===== config.mk =====
export PLATFORM = sky130hd
export DESIGN_NAME = dns_response_a_record_parser_top
export DESIGN_NICKNAME = d
export VERILOG_FILES = /design/src/dnsa_pkg.sv /design/src/dnsa_parse.sv /design/src/dnsa_out_reg.sv /design/src/dns_response_a_record_parser_top.sv
export SDC_FILE = /design/constraint.sdc
export NUM_CORES = 1
export LEC_CHECK = 0
export BUFFER_PORTS_ARGS = -buffer_cell sky130_fd_sc_hd__buf_2
export CAP_MARGIN = 20
export CORE_UTILIZATION = 57
export CTS_CLUSTER_SIZE = 24
export DETAILED_ROUTE_END_ITERATION = 8
export GPL_TIMING_DRIVEN = 0
export PLACE_DENSITY = 0.78
export SLEW_MARGIN = 10
export SYNTH_ARGS = -nofsm -noshare
export SYNTH_HDL_FRONTEND = slang
export SYNTH_SLANG_ARGS = --single-unit

===== constraint.sdc =====
create_clock -name clk -period 2.9 [get_ports clk]
set_input_delay 0.145 -clock clk [delete_from_list [all_inputs] [get_ports clk]]
set_output_delay 0.145 -clock clk [all_outputs]
set_load 0.01 [all_outputs]

===== src/dnsa_pkg.sv =====
// ----------------------------------------------------------------------------
// dnsa_pkg
// Shared types and constants for the DNS reply A-record scanner.
// ----------------------------------------------------------------------------
package dnsa_pkg;

    // Message and name limits
    localparam int MAX_MESSAGE_BYTES   = 512;
    localparam int MAX_LABELS_PER_NAME = 128;

    // Byte counter holds up to MAX_MESSAGE_BYTES + 1 (saturation point)
    localparam int OFFSET_W = $clog2(MAX_MESSAGE_BYTES + 2);

    // Fixed header length
    localparam int HEADER_BYTES = 12;

    // Header flag bit positions
    localparam int QR_BIT = 15;
    localparam int TC_BIT = 9;

    // Result status codes
    localparam logic [3:0] ST_FOUND        = 4'd0;
    localparam logic [3:0] ST_SHORT        = 4'd1;
    localparam logic [3:0] ST_LONG         = 4'd2;
    localparam logic [3:0] ST_NOT_RESPONSE = 4'd3;
    localparam logic [3:0] ST_TRUNCATED    = 4'd4;
    localparam logic [3:0] ST_RCODE        = 4'd5;
    localparam logic [3:0] ST_NO_ANSWERS   = 4'd6;
    localparam logic [3:0] ST_MALFORMED    = 4'd7;
    localparam logic [3:0] ST_NO_A         = 4'd8;

    // Record type / class / length of an IN A record
    localparam logic [15:0] TYPE_A    = 16'd1;
    localparam logic [15:0] CLASS_IN  = 16'd1;
    localparam logic [15:0] A_RDLEN   = 16'd4;

    // Input word: one message byte
    typedef struct packed {
        logic [7:0] data_byte;
        logic       end_of_message;
    } byte_word_t;

    // Output word: one scan result
    typedef struct packed {
        logic [3:0]  status;
        logic [31:0] ipv4_address;
    } result_word_t;

endpackage


===== src/dnsa_parse.sv =====
// ----------------------------------------------------------------------------
// dnsa_parse
// Per-byte scan state: header checks, name skipping, record walk and
// address capture. One byte is consumed per step; the final byte of a
// message produces the result and returns the state to its reset values.
// ----------------------------------------------------------------------------
module dnsa_parse (
    input  logic                       clk,
    input  logic                       rst_n,
    input  logic                       step,
    input  dnsa_pkg::byte_word_t       word,
    output logic                       res_load,
    output dnsa_pkg::result_word_t     res_word
);

    typedef enum logic [3:0] {
        PH_HEADER,
        PH_QNAME,
        PH_QPTR,
        PH_QLABEL,
        PH_QFIXED,
        PH_ANAME,
        PH_APTR,
        PH_ALABEL,
        PH_AFIXED,
        PH_RDATA,
        PH_CAPTURE,
        PH_FOUND,
        PH_NO_A,
        PH_ERROR
    } phase_t;

    localparam logic [dnsa_pkg::OFFSET_W-1:0] OFF_MAX =
        dnsa_pkg::OFFSET_W'(dnsa_pkg::MAX_MESSAGE_BYTES);
    localparam logic [dnsa_pkg::OFFSET_W-1:0] OFF_HDR_LAST =
        dnsa_pkg::OFFSET_W'(dnsa_pkg::HEADER_BYTES - 1);
    localparam logic [dnsa_pkg::OFFSET_W-1:0] OFF_HDR =
        dnsa_pkg::OFFSET_W'(dnsa_pkg::HEADER_BYTES);
    localparam logic [dnsa_pkg::OFFSET_W-1:0] OFF_ONE = dnsa_pkg::OFFSET_W'(1);
    localparam logic [7:0] LABELS_MAX = 8'(dnsa_pkg::MAX_LABELS_PER_NAME);

    localparam logic [dnsa_pkg::OFFSET_W-1:0] OFFSET_2 = dnsa_pkg::OFFSET_W'(2);
    localparam logic [dnsa_pkg::OFFSET_W-1:0] OFFSET_3 = dnsa_pkg::OFFSET_W'(3);
    localparam logic [dnsa_pkg::OFFSET_W-1:0] OFFSET_4 = dnsa_pkg::OFFSET_W'(4);
    localparam logic [dnsa_pkg::OFFSET_W-1:0] OFFSET_5 = dnsa_pkg::OFFSET_W'(5);
    localparam logic [dnsa_pkg::OFFSET_W-1:0] OFFSET_6 = dnsa_pkg::OFFSET_W'(6);
    localparam logic [dnsa_pkg::OFFSET_W-1:0] OFFSET_7 = dnsa_pkg::OFFSET_W'(7);

    phase_t                        phase_reg,  phase_next;
    logic [dnsa_pkg::OFFSET_W-1:0] off_reg,    off_next;
    logic [15:0]                   flags_reg,  flags_next;
    logic [15:0]                   qleft_reg,  qleft_next;
    logic [15:0]                   aleft_reg,  aleft_next;
    logic [5:0]                    lbl_reg,    lbl_next;
    logic [7:0]                    labels_reg, labels_next;
    logic [3:0]                    ffi_reg,    ffi_next;
    logic [15:0]                   rtype_reg,  rtype_next;
    logic [15:0]                   rclass_reg, rclass_next;
    logic [15:0]                   rdlen_reg,  rdlen_next;
    logic [31:0]                   addr_reg,   addr_next;
    logic [3:0]                    sticky_reg, sticky_next;

    // Compute next scan state and the result for a final byte
    always_comb
    begin
        logic [7:0]  b;
        logic [3:0]  ffi_inc;
        logic [15:0] cnt_dec;
        logic [5:0]  lbl_dec;

        b        = word.data_byte;
        ffi_inc  = ffi_reg + 4'd1;
        cnt_dec  = 16'd0;
        lbl_dec  = lbl_reg - 6'd1;

        phase_next  = phase_reg;
        off_next    = off_reg;
        flags_next  = flags_reg;
        qleft_next  = qleft_reg;
        aleft_next  = aleft_reg;
        lbl_next    = lbl_reg;
        labels_next = labels_reg;
        ffi_next    = ffi_reg;
        rtype_next  = rtype_reg;
        rclass_next = rclass_reg;
        rdlen_next  = rdlen_reg;
        addr_next   = addr_reg;
        sticky_next = sticky_reg;

        res_word.status       = dnsa_pkg::ST_MALFORMED;
        res_word.ipv4_address = 32'd0;

        // Parse only bytes inside the message limit
        if (off_reg < OFF_MAX)
        begin
            unique case (phase_reg)
                PH_HEADER:
                begin
                    unique case (off_reg)
                        OFFSET_2:  flags_next = {b, 8'd0};
                        OFFSET_3:  flags_next = {flags_reg[15:8], b};
                        OFFSET_4:  qleft_next = {b, 8'd0};
                        OFFSET_5:  qleft_next = {qleft_reg[15:8], b};
                        OFFSET_6:  aleft_next = {b, 8'd0};
                        OFFSET_7:  aleft_next = {aleft_reg[15:8], b};
                        OFF_HDR_LAST:
                        begin
                            priority if (!flags_reg[dnsa_pkg::QR_BIT])
                            begin
                                sticky_next = dnsa_pkg::ST_NOT_RESPONSE;
                                phase_next  = PH_ERROR;
                            end
                            else if (flags_reg[dnsa_pkg::TC_BIT])
                            begin
                                sticky_next = dnsa_pkg::ST_TRUNCATED;
                                phase_next  = PH_ERROR;
                            end
                            else if (flags_reg[3:0] != 4'd0)
                            begin
                                sticky_next = dnsa_pkg::ST_RCODE;
                                phase_next  = PH_ERROR;
                            end
                            else if (aleft_reg == 16'd0)
                            begin
                                sticky_next = dnsa_pkg::ST_NO_ANSWERS;
                                phase_next  = PH_ERROR;
                            end
                            else
                            begin
                                labels_next = 8'd0;
                                phase_next  = (qleft_reg == 16'd0) ? PH_ANAME : PH_QNAME;
                            end
                        end
                        default: ;
                    endcase
                end

                PH_QNAME, PH_ANAME:
                begin
                    priority if (b[7:6] == 2'b11)
                    begin
                        phase_next = (phase_reg == PH_QNAME) ? PH_QPTR : PH_APTR;
                    end
                    else if (b == 8'd0)
                    begin
                        ffi_next   = 4'd0;
                        phase_next = (phase_reg == PH_QNAME) ? PH_QFIXED : PH_AFIXED;
                    end
                    else if (b[7:6] != 2'b00 || labels_reg >= LABELS_MAX)
                    begin
                        sticky_next = dnsa_pkg::ST_MALFORMED;
                        phase_next  = PH_ERROR;
                    end
                    else
                    begin
                        labels_next = labels_reg + 8'd1;
                        lbl_next    = b[5:0];
                        phase_next  = (phase_reg == PH_QNAME) ? PH_QLABEL : PH_ALABEL;
                    end
                end

                // Second pointer byte: consume and drop
                PH_QPTR, PH_APTR:
                begin
                    ffi_next   = 4'd0;
                    phase_next = (phase_reg == PH_QPTR) ? PH_QFIXED : PH_AFIXED;
                end

                PH_QLABEL, PH_ALABEL:
                begin
                    lbl_next = lbl_dec;
                    if (lbl_dec == 6'd0)
                    begin
                        phase_next = (phase_reg == PH_QLABEL) ? PH_QNAME : PH_ANAME;
                    end
                end

                PH_QFIXED:
                begin
                    ffi_next = ffi_inc;
                    if (ffi_inc >= 4'd4)
                    begin
                        cnt_dec     = qleft_reg - 16'd1;
                        qleft_next  = cnt_dec;
                        labels_next = 8'd0;
                        phase_next  = (cnt_dec == 16'd0) ? PH_ANAME : PH_QNAME;
                    end
                end

                PH_AFIXED:
                begin
                    unique case (ffi_reg)
                        4'd0:    rtype_next  = {b, 8'd0};
                        4'd1:    rtype_next  = {rtype_reg[15:8], b};
                        4'd2:    rclass_next = {b, 8'd0};
                        4'd3:    rclass_next = {rclass_reg[15:8], b};
                        4'd8:    rdlen_next  = {b, 8'd0};
                        4'd9:    rdlen_next  = {rdlen_reg[15:8], b};
                        default: ;
                    endcase
                    ffi_next = ffi_inc;
                    if (ffi_inc >= 4'd10)
                    begin
                        priority if (rtype_next == dnsa_pkg::TYPE_A &&
                                     rclass_next == dnsa_pkg::CLASS_IN &&
                                     rdlen_next == dnsa_pkg::A_RDLEN)
                        begin
                            ffi_next   = 4'd0;
                            addr_next  = 32'd0;
                            phase_next = PH_CAPTURE;
                        end
                        else if (rdlen_next == 16'd0)
                        begin
                            cnt_dec     = aleft_reg - 16'd1;
                            aleft_next  = cnt_dec;
                            labels_next = (cnt_dec == 16'd0) ? labels_reg : 8'd0;
                            phase_next  = (cnt_dec == 16'd0) ? PH_NO_A : PH_ANAME;
                        end
                        else
                        begin
                            phase_next = PH_RDATA;
                        end
                    end
                end

                PH_RDATA:
                begin
                    rdlen_next = rdlen_reg - 16'd1;
                    if (rdlen_next == 16'd0)
                    begin
                        cnt_dec     = aleft_reg - 16'd1;
                        aleft_next  = cnt_dec;
                        labels_next = (cnt_dec == 16'd0) ? labels_reg : 8'd0;
                        phase_next  = (cnt_dec == 16'd0) ? PH_NO_A : PH_ANAME;
                    end
                end

                PH_CAPTURE:
                begin
                    addr_next = {addr_reg[23:0], b};
                    ffi_next  = ffi_inc;
                    if (ffi_inc >= 4'd4)
                    begin
                        phase_next = PH_FOUND;
                    end
                end

                PH_FOUND, PH_NO_A, PH_ERROR: ;

                default: ;
            endcase
        end

        // Count bytes, saturating one past the limit
        if (off_reg <= OFF_MAX)
        begin
            off_next = off_reg + OFF_ONE;
        end

        // Form result from the updated state
        priority if (off_next > OFF_MAX)
        begin
            res_word.status = dnsa_pkg::ST_LONG;
        end
        else if (off_next < OFF_HDR)
        begin
            res_word.status = dnsa_pkg::ST_SHORT;
        end
        else if (phase_next == PH_ERROR)
        begin
            res_word.status = sticky_next;
        end
        else if (phase_next == PH_FOUND)
        begin
            res_word.status       = dnsa_pkg::ST_FOUND;
            res_word.ipv4_address = addr_next;
        end
        else if (phase_next == PH_NO_A)
        begin
            res_word.status = dnsa_pkg::ST_NO_A;
        end
        else
        begin
            res_word.status = dnsa_pkg::ST_MALFORMED;
        end

        // Final byte: return to reset values
        if (word.end_of_message)
        begin
            phase_next  = PH_HEADER;
            off_next    = '0;
            flags_next  = 16'd0;
            qleft_next  = 16'd0;
            aleft_next  = 16'd0;
            lbl_next    = 6'd0;
            labels_next = 8'd0;
            ffi_next    = 4'd0;
            rtype_next  = 16'd0;
            rclass_next = 16'd0;
            rdlen_next  = 16'd0;
            addr_next   = 32'd0;
            sticky_next = dnsa_pkg::ST_FOUND;
        end
    end

    assign res_load = step && word.end_of_message;

    // Hold scan state; advance on each consumed byte
    always_ff @(posedge clk or negedge rst_n)
    begin
        if (!rst_n)
        begin
            phase_reg  <= PH_HEADER;
            off_reg    <= '0;
            flags_reg  <= 16'd0;
            qleft_reg  <= 16'd0;
            aleft_reg  <= 16'd0;
            lbl_reg    <= 6'd0;
            labels_reg <= 8'd0;
            ffi_reg    <= 4'd0;
            rtype_reg  <= 16'd0;
            rclass_reg <= 16'd0;
            rdlen_reg  <= 16'd0;
            addr_reg   <= 32'd0;
            sticky_reg <= dnsa_pkg::ST_FOUND;
        end
        else if (step)
        begin
            phase_reg  <= phase_next;
            off_reg    <= off_next;
            flags_reg  <= flags_next;
            qleft_reg  <= qleft_next;
            aleft_reg  <= aleft_next;
            lbl_reg    <= lbl_next;
            labels_reg <= labels_next;
            ffi_reg    <= ffi_next;
            rtype_reg  <= rtype_next;
            rclass_reg <= rclass_next;
            rdlen_reg  <= rdlen_next;
            addr_reg   <= addr_next;
            sticky_reg <= sticky_next;
        end
    end

    // A final byte leaves the scanner at the start of a fresh message
    assert property (@(posedge clk) disable iff (!rst_n)
        res_load |=> (phase_reg == PH_HEADER && off_reg == '0))
    else $error("scan state not cleared after final byte");

    // The byte counter saturates one past the limit
    assert property (@(posedge clk) disable iff (!rst_n)
        off_reg <= OFF_MAX + OFF_ONE)
    else $error("byte counter ran past saturation");

    // A name never holds more labels than allowed
    assert property (@(posedge clk) disable iff (!rst_n)
        labels_reg <= LABELS_MAX)
    else $error("label count exceeded limit");

    // An address is reported only with a found status
    assert property (@(posedge clk) disable iff (!rst_n)
        res_load && res_word.status != dnsa_pkg::ST_FOUND |->
            res_word.ipv4_address == 32'd0)
    else $error("address reported without a match");

endmodule


===== src/dnsa_out_reg.sv =====
// ----------------------------------------------------------------------------
// dnsa_out_reg
// Result register: holds one finished result until the receiver takes it.
// ----------------------------------------------------------------------------
module dnsa_out_reg (
    input  logic                   clk,
    input  logic                   rst_n,
    input  logic                   load,
    input  dnsa_pkg::result_word_t load_word,
    output logic                   can_load,
    output logic                   valid,
    input  logic                   stall,
    output dnsa_pkg::result_word_t word
);

    logic                   vld_reg;
    dnsa_pkg::result_word_t word_reg;

    // Register is free when empty or being drained this cycle
    assign can_load = !vld_reg || !stall;

    // Hold the valid flag; drop it when taken, set it on a new result
    always_ff @(posedge clk or negedge rst_n)
    begin
        if (!rst_n)
        begin
            vld_reg <= 1'b0;
        end
        else if (can_load)
        begin
            vld_reg <= load;
        end
    end

    // Capture result payload
    always_ff @(posedge clk)
    begin
        if (can_load && load)
        begin
            word_reg <= load_word;
        end
    end

    assign valid = vld_reg;
    assign word  = word_reg;

endmodule


===== src/dns_response_a_record_parser_top.sv =====
// ----------------------------------------------------------------------------
// dns_response_a_record_parser_top
// DNS reply scanner that reports the first IN A address of a message.
// ----------------------------------------------------------------------------
// Usage:
//   Input channel (byte_valid / byte_stall / byte_word) carries one message
//   byte per word, with end_of_message set on the final byte. Output channel
//   (result_valid / result_stall / result_word) carries one word per message:
//   a status code and the IPv4 address (zero unless the status is found).
//   Throughput: one byte per cycle, sustained, including across message
//   boundaries, unless a final byte waits on a stalled result; the scan
//   state is updated by a single register stage. An accepted byte waits in
//   the input register, and a final byte's result loads the output register.
//   Stalls: a result waiting under result_stall keeps the output register
//   full; the input register still keeps taking bytes, and further bytes
//   are stalled only when the buffered byte is a final byte.
//   Reset: rst_n clears the scanner to the start of a message and empties
//   both the input and the result registers; no clearing pass is needed.
// ----------------------------------------------------------------------------
module dns_response_a_record_parser_top (
    input  logic                   clk,
    input  logic                   rst_n,
    input  logic                   byte_valid,
    output logic                   byte_stall,
    input  dnsa_pkg::byte_word_t   byte_word,
    output logic                   result_valid,
    input  logic                   result_stall,
    output dnsa_pkg::result_word_t result_word
);

    logic                   in_vld_reg;
    dnsa_pkg::byte_word_t   in_word_reg;
    logic                   advance;
    logic                   accept;
    logic                   can_load;
    logic                   res_load;
    dnsa_pkg::result_word_t res_word;

    // Scan the buffered byte unless its result has nowhere to go
    assign advance    = in_vld_reg && (!in_word_reg.end_of_message || can_load);
    assign byte_stall = in_vld_reg && !advance;
    assign accept     = byte_valid && !byte_stall;

    // Hold the input byte; refill as it is consumed
    always_ff @(posedge clk or negedge rst_n)
    begin
        if (!rst_n)
        begin
            in_vld_reg <= 1'b0;
        end
        else if (accept)
        begin
            in_vld_reg <= 1'b1;
        end
        else if (advance)
        begin
            in_vld_reg <= 1'b0;
        end
    end

    always_ff @(posedge clk)
    begin
        if (accept)
        begin
            in_word_reg <= byte_word;
        end
    end

    dnsa_parse u_parse (
        .clk      (clk),
        .rst_n    (rst_n),
        .step     (advance),
        .word     (in_word_reg),
        .res_load (res_load),
        .res_word (res_word)
    );

    dnsa_out_reg u_out_reg (
        .clk       (clk),
        .rst_n     (rst_n),
        .load      (res_load),
        .load_word (res_word),
        .can_load  (can_load),
        .valid     (result_valid),
        .stall     (result_stall),
        .word      (result_word)
    );

endmodule

==> results of run 1 <==
## synthesized netlist by cell type, drive strengths merged (11+ instances only)
library cell	count
and3	11
o31ai	15
a22o	74
ha	20
o21ai	128
clkbuf	75
edfxtp	45
nor3b	13
nor2	148
nor4	24
a22oi	62
a31oi	18
dfrtp	156
nor3	47
buf	20
o22ai	14
a21oi	60
nand4	14
inv	32
nand3	32
nand2	96
## kinds of logic (layout without fill, tap and decap cells)
group	after synthesis	in the layout	share of synthesized area, %
DFF	201	201	43.65
adders and majority gates	20	20	2.078
and+or+nand+nor	465	465	20.35
buffers and inverters	129	295	4.489
AOI/OAI and AO/OA	467	467	27.07
muxes	10	10	0.9145
xor gates and xnor gates	20	20	1.455
## routing by layer
metal / vias to the layer above / GRT usage (%) / routed length (um)
met3: 112 / 6.770 / 3945
met4: 0 / 13.61 / 1386
met2: 718 / 53.58 / 17890
met5: - / 0 / 0
li1: 5277 / - / -
met1: 5826 / 49.09 / 15790
## power by group through the flow
| stage | clock network [mW] | logic (mW) | registers (mW) |
|---|---|---|---|
| 2_1_floorplan | 0 | 0.800 | 3.19 |
| 3_3_place_gp | 0 | 1.12 | 3.21 |
| 3_5_place_dp | 0 | 1.15 | 3.21 |
| 4_1_cts | 2.98 | 1.26 | 3.17 |
| 5_1_grt | 3.09 | 1.48 | 3.20 |
| 6_report | 2.96 | 1.37 | 3.18 |
## worst max path at each step
stage	start	to	slack, ns	cells after the start
floorplan	u_parse.ffi_reg[0]$_DFFE_PN0P_	u_parse.addr_reg[10]$_DFFE_PN0P_	-0.04	13
global placement	in_word_reg[0]$_DFFE_PP_	u_out_reg.word[5]$_SDFFCE_PP0P_	-1.08	4
detailed placement	u_parse.ffi_reg[1]$_DFFE_PN0P_	u_out_reg.word[18]$_SDFFCE_PP0P_	-0.78	11
CTS	u_parse.ffi_reg[0]$_DFFE_PN0P_	u_parse.addr_reg[28]$_DFFE_PN0P_	-0.35	13
global route	u_parse.ffi_reg[0]$_DFFE_PN0P_	u_parse.addr_reg[28]$_DFFE_PN0P_	-0.58	13
finish	u_parse.ffi_reg[0]$_DFFE_PN0P_	u_parse.addr_reg[28]$_DFFE_PN0P_	-0.50	13
## worst max-delay path: stages, from the launching register on
cell       delay [ns]
dfrtp_2          0.46
inv_4            0.10
ha_4             0.14
or3b_4           0.41
buf_4            0.17
nor2_2           0.14
o22ai_2          0.11
a2111oi_4        0.39
nand4_4          0.20
o31ai_4          0.33
nand2_4          0.16
a21o_4           0.30
buf_8            0.16
a22o_1           0.20
## area by class of cell
type	instances	area share, %
multi-input combinational	982	47.15
sequential	201	34.47
timing repair buffer	138	7.106
clock buffer	35	4.532
buffer	83	3.139
tap	270	2.213
inverter	34	0.8688
clock inverter	5	0.5164
## through the flow
| step | instances | area [um2] | power [mW] | hold WS, ns | setup WS, ns |
|---|---|---|---|---|---|
| floorplan | 1312 | 12150 | 3.989 | -0.1506 | -0.03614 |
| global placement | 1632 | 12740 | 4.325 | 0.3218 | -1.083 |
| detailed placement | 1635 | 12810 | 4.362 | 0.1931 | -0.7813 |
| CTS | 1725 | 14630 | 7.411 | 0.2548 | -0.3517 |
| global route | 1748 | 15270 | 7.770 | 0.2895 | -0.5801 |
| finish | 1748 | 15270 | 7.515 | 0.2186 | -0.4972 |
## repair_timing
action	in CTS	in global routing
pin swaps	56	43
endpoints found under the hold margin	94	0
hold buffers	13	0
gates resized for setup	160	109
buffers inserted	42	22
setup endpoints to repair	140	145
cloned	5	4
==> flow_results.org, run 1 <==
** Floorplanning
- FP Rows :: between 50 and 60
- Chip Width :: 147.3 um
- From bottom edge to top edge, the die measures roughly 150 um.
- Effective utilization at floorplan :: between 50% and 60%
- Pin placement for this block handled 51 I/O pins.
- Core region area :: ~20,000 um2
- Die Outline Area :: approximately 22,000 um2

** CTS
- Clock tree synthesis found a total of roughly 200 sinks.
- TritonCTS clock tree :: done
- In this run the deepest clock path goes through 3 buffers.
- Buffers inserted during clock tree synthesis total 22.
- For the worst-skew pair, the clock arrives at the later sink with an insertion delay of 0.51 ns.
- Buffer type at the clock tree root :: clkbuf_16
- Clock-pin slew was measured on the worst setup and hold paths at ~0.06 ns.
- CTS built an H-tree with a depth of 1.

** Critical path
- The critical path is of the reg2reg type.
- STA classifies the critical path startpoint as a register.
- CP Data Required Time :: between 3 and 4 ns
- Length in cells of the worst reg-to-reg path :: 13
- Maximum fanout along the worst path :: 10
- In this run the critical register-to-register path is captured at u_parse.addr_reg[28]$_DFFE_PN0P_.
- Setup slack on the worst reg-to-reg path comes out at -0.50 ns.
- Kind of capture point of the worst setup path :: register
- FF-to-FF Start :: u_parse.ffi_reg[0]$_DFFE_PN0P_
- For the worst setup path, the data arrival time is around 3.8 ns.

** Yosys
- Most frequently used flop master after synthesis :: dfrtp_1
- Synth Warn # :: 0
- After synthesis, the mean cell area works out to about 9.2 um2.
- For this run, asynchronously set or reset flops after synthesis account for 77.61%.
- Summing every instance area after synthesis gives 12,040 um2.
- Top cells by area in the synthesized netlist :: dfrtp_1 (32%), edfxtp_1 (11%), a22o_1 (5.4%)
- In this run, synthesis inferred 45 flip-flops with an integrated enable.
- Gate count after technology mapping :: approximately 1,300
- Counting flops and latches in the post-synthesis netlist gives between 200 and 250.
- Number of distinct standard cells referenced by the synthesized netlist :: 99
- The top cell type by area accounts for between 30% and 40% of the synthesized area.
- Total nets after synthesis :: ~1,300
- The synthesized design spends more area on one cell type than any other, namely dfrtp_1.
- Summing the sequential cell areas from Yosys gives between 40 and 50% of the chip area.

** Timing
- Period utilization :: 117.1%
- Maximum clock skew at final layout :: around 0.013 ns
- For this run, the top clock speed supported by timing is around 300 MHz.
- Min Tclk post-route :: 3.397 ns
- Summed over all failing endpoints, the final setup total negative slack is -37.38 ns.
- Relative slew slack :: 23.46%
- Setup violations remaining at the end of the flow were counted as 98.
- The number of failing hold endpoints at the final stage was 0.
- Setup slack on the critical path of the routed design comes to -0.4972 ns.
- Setup repair after global routing missed its margin :: yes
- Tightest Pin Transition :: 1.148 ns
- The total count of max-transition violations in the final report came to 0.

** Drt
- The final layout contains routed wiring with a total length of between 30 and 40 mm.
- Wirelength per Cell :: ~22 um
- Across all layers, the routed design uses 11,933 vias.
- Count of nets left with antenna violations after detail routing :: 0
- Detail-routed via count per cell :: 6.827
- Drt drc :: 0
- The detailed router finished its first iteration with around 1,500 violations.
- For this run, the detailed router's first-pass iteration total came to 8.

** Final layout
- In the layout the commonest cells are dfrtp_1 (150), nor2_1 (113), nand2_1 (89).
- Most common cell after layout, fill and taps aside :: dfrtp_1
- The repair_antennas step left the layout with diodes totalling 0.
- Once layout is complete, the utilization of the core stands at approximately three quarters.
- Footprint of the multi-input gates :: around 7200 um2
- In the final design database the tool counted 1,495 nets.
- Cells with a size suffix above 1 make up between 20% and 30% of the layout.
- The register with the most flip-flops in the layout has 36 of them.
- Sequential cell area in the final layout :: 5263 um2
- The area growth from synthesis to layout is 26.79%.
- Counting the fill cells in the layout gives 1,404.

** Status
- Run status :: finished with violations
- The final reports fail on setup timing.

** Global routing
- Number of antenna violations at the first check in global routing :: 0
- Wire length of the first global-routing pass :: slightly above 60 mm
- Largest net degree at the start of global routing :: 85
- Number of global-route vias before repair :: approximately 11,000
- Total global routing overflow :: 0
- Across every metal layer, demand over resource in global routing totals 34.98%.

** Power and ir drop
- Power Density :: a little under 500 nW/um2
- Leakage power summed over all cells :: 6.115 nW
- Sequential share of power :: about 42%
- Switching power :: between 2 and 2.5 mW
- VDD sags by at most between 0.0005 and 0.0006 V.
- In this run, the combinational gates consume about 18% of the power.
- The internal portion of the total power is 5.346 mW.
- In this run switching power makes up 28.87% of total power.
- Of the total power, the clock network draws about two fifths.

** Placed design
- Final weighted congestion in routability-driven placement :: slightly above 1
- The HPWL after detailed placement is between 20 and 25 mm.
- Number of input and output port buffers inserted :: 50

** Flow run
- Reported max-cap violation count :: 0

** Hold path
- The path class of the tightest hold or removal check is in2async.
Note: power is estimated with default switching activity, not from simulation.
==> inputs of run 2 (changes only) <==
- CORE_MARGIN: default -> 5
==> flow_results.org, run 2 (synthesis results as in run 1) <==
** Critical path
- On the critical path, the stage with the largest delay is an instance of or4b_4.
- The critical path data required time was 3.31 ns (+0.02 ns).
- Maximum fanout along the worst path :: 10 (unchanged)
- Crit Path Category :: reg2reg
- Cell-by-cell listing of the critical path :: inv_4 > ha_4 > or4b_4 > buf_4 > o21ai_2 > o2111ai_2 > a2111oi_4 > nand4_4 > o31ai_4 > nand2_4 > a21o_4 > buf_8 > a22o_1
- Crit path DAT :: 3.76 ns (-0.03 ns)
- The maximum single-stage delay on the critical path is 0.55 ns (+0.09 ns).
- The startpoint identified for the worst register-to-register timing path is u_parse.ffi_reg[1]$_DFFE_PN0P_.
- Length in cells of the worst reg-to-reg path :: 13 (unchanged)
- The endpoint identified for the worst register-to-register timing path is u_parse.addr_reg[29]$_DFFE_PN0P_.
- STA classifies the critical path startpoint as a register.
- The worst setup path is captured at a register.
- Flop2flop setup slack :: -0.44 ns (+0.05 ns)

** Drt
- The vias after detailed routing was 11,873 (-0.50%).
- DR iter-0 viols :: 1,506 (+3.4%)
- The detailed-router iteration count before antenna repair came to 6 (-2).
- The remaining number of nets flagged by the antenna check after routing came to 0 (unchanged).
- Drt drc :: 0 (unchanged)
- Total routed wirelength :: 39.28 mm (+0.67%)
- Detail-routed via count per cell :: 6.746 (-1.2%)
- The per-cell routed wire length was 22.32 um (about the same).

** Final layout
- Most used cells in the layout excluding fill and tap cells :: dfrtp_1 (148), nor2_1 (108), nand2_1 (92)
- The layout net count was 1,500 (+0.33%).
- The number of fill cells is 1,483 (+5.6%).
- Flip-flop count of the largest register, all copies and words added :: 36 (unchanged)
- The library cell used most frequently in the layout, excluding fill and tap cells, is dfrtp_1.
- The layout overhead on the synthesized area came to 26.86% (about the same).
- The fraction of final layout cells with drive strength greater than 1 came to 26.87% (+0.21 points).
- The antenna diode count was 0 (unchanged).

** CTS
- Number of clock buffers inserted by TritonCTS :: 24 (+9.1%)
- CTS sink cnt :: 201 (unchanged)
- The clock insertion delay at the later pin of the skew report was 0.54 ns (+0.03 ns).
- Buffer type at the clock tree root :: clkbuf_16
- The clock-pin slew of the registers on the worst-case setup and hold paths was 0.06 ns (about the same).
- Maximum clock insertion buffer count :: 3 (unchanged)
- H-tree level count :: 1 (unchanged)
- TritonCTS clock tree :: done

** Timing
- Tightest Pin Transition :: 1.159 ns (+0.01048 ns)
- Achievable Freq :: 299.1 MHz (+1.6%)
- Smallest setup slack after layout :: -0.4436 ns (+0.05356 ns)
- The total count of max-transition violations in the final report was 0 (unchanged).
- Min Tclk post-route :: 3.344 ns (-0.05356 ns)
- Sum of negative setup slack :: -33.39 ns (+3.990 ns)
- Setup repair after global routing missed its margin :: yes
- The final hold slack is 0.09989 ns (-0.1187 ns).
- Relative slew slack :: 22.76% (-0.70 points)
- The number of setup violations in the final report was 98 (unchanged).
- Maximum clock skew at final layout :: 0.01093 ns (-0.002401 ns)
- Period utilization :: 115.3% (-1.8 points)
- The number of failing hold endpoints at the final stage is 0 (unchanged).

** Floorplanning
- Die Outline Area :: 24,130 um2 (+11%)
- The number of core rows is 53 (+1.9%).
- The placeable core region is 20,890 um2 (+1.9%).
- The overall die height was 155.3 um (+5.4%).
- Number of I/O pins :: 51 (unchanged)
- Chip Width :: 155.3 um (+5.4%)
- Effective utilization at floorplan :: 57.64% (-1.1 points)

** Power and ir drop
- The power density over cell area is 493.5 nW/um2 (+0.24%).
- Maximum resistive drop on vdd :: 0.0006404 V (+27%)
- Leakage power summed over all cells :: 6.137 nW (+0.36%)

** Global routing
- Total routing usage reported by global routing :: 30.65% (-4.3 points)
- The total congestion overflow was 0 (unchanged).
- Wire length of the first global-routing pass :: 60.19 mm (-0.31%)
- Largest net degree at the start of global routing :: 111 (+31%)
- The initial antenna violation count came to 0 (unchanged).
- The via count of the first global-routing pass was 11,131 (+0.51%).

** Hold path
- Path class of the lowest-slack min-delay path :: in2async

** Status
- Violated checks :: setup timing
- The flow ran to the end, but the final reports show violations.

** Placed design
- The number of buffer cells added on primary ports is 50 (unchanged).
- The weighted congestion at the end of routability-driven global placement is 0.9953 (-1.7%).
- Detailed placement HPWL :: 24.69 mm (+1.3%)

** Flow run
- Reported max-cap violation count :: 0 (unchanged)
run 2: how the worst max path moves through the flow:
stage	from	to	slack [ns]
floorplan	u_parse.ffi_reg[0]$_DFFE_PN0P_	u_parse.addr_reg[10]$_DFFE_PN0P_	-0.04
global placement	in_word_reg[0]$_DFFE_PP_	u_out_reg.word[4]$_SDFFCE_PP0P_	-1.18
detailed placement	u_parse.ffi_reg[0]$_DFFE_PN0P_	u_out_reg.word[20]$_SDFFCE_PP0P_	-0.88
CTS	u_parse.ffi_reg[0]$_DFFE_PN0P_	u_out_reg.word[34]$_SDFFCE_PP0P_	-0.33
global route	u_parse.ffi_reg[1]$_DFFE_PN0P_	u_out_reg.word[30]$_SDFFCE_PP0P_	-0.52
finish	u_parse.ffi_reg[1]$_DFFE_PN0P_	u_parse.addr_reg[29]$_DFFE_PN0P_	-0.44
run 2: layout make-up:
type                            instances  area (um2)  share of cell area [%]
Clock inverter                         16       150.1                  0.9830
Timing Repair Buffer                  144        1110                   7.266
Sequential cell                       201        5265                   34.47
Clock buffer                           28       625.6                   4.096
Buffer                                 80       476.7                   3.121
Tap cell                              275       344.1                   2.253
Multi-Input combinational cell        982        7171                   46.94
Inverter                               34       132.6                  0.8683
run 2: worst max-delay path, delay by kind of cell, from the launching register on:
family,cells,cell delay [ns]
AND/OR/NAND/NOR,3,0.92
adder cells (fa/ha/maj),1,0.19
buffers and inverters,3,0.38
AO/OA/AOI/OAI,6,1.29
flip-flops,1,0.43
run 2: layer usage:
layer	track usage (%)	vias to the layer above	wire, um
met3	5.591	121	3864
met2	48.00	711	18210
met1	43.14	5745	15910
li1	-	5296	-
met5	0	-	0
met4	10.63	0	1300
run 2: report_power, final:
| part | leakage, nW | internal, mW | switching, mW |
|---|---|---|---|
| combinational | 3.20 | 0.533 | 0.866 |
| clock | 0.370 | 1.73 | 1.22 |
| sequential | 2.57 | 3.02 | 0.164 |
| total | 6.14 | 5.29 | 2.25 |
run 2: through the flow:
stage          power (mW)  setup WS, ns  util [%]  instance area, um2  cells
2_1_floorplan       3.989      -0.03614         -               12150   1312
3_3_place_gp        4.321        -1.176     61.00               12740   1637
3_5_place_dp        4.363       -0.8786     61.34               12810   1639
4_1_cts             7.416       -0.3265     69.35               14490   1731
5_1_grt             7.807       -0.5183     73.12               15270   1760
6_report            7.538       -0.4436     73.12               15270   1760
run 2: timing repair:
| item | 4_1_cts | 5_1_grt |
|---|---|---|
| endpoints found under the setup margin | 148 | 144 |
| buffers inserted | 43 | 31 |
| cloned | 2 | 4 |
| endpoints found under the hold margin | 86 | 0 |
| hold buffers | 13 | 0 |
| gates resized for setup | 108 | 155 |
| pin swaps | 23 | 51 |
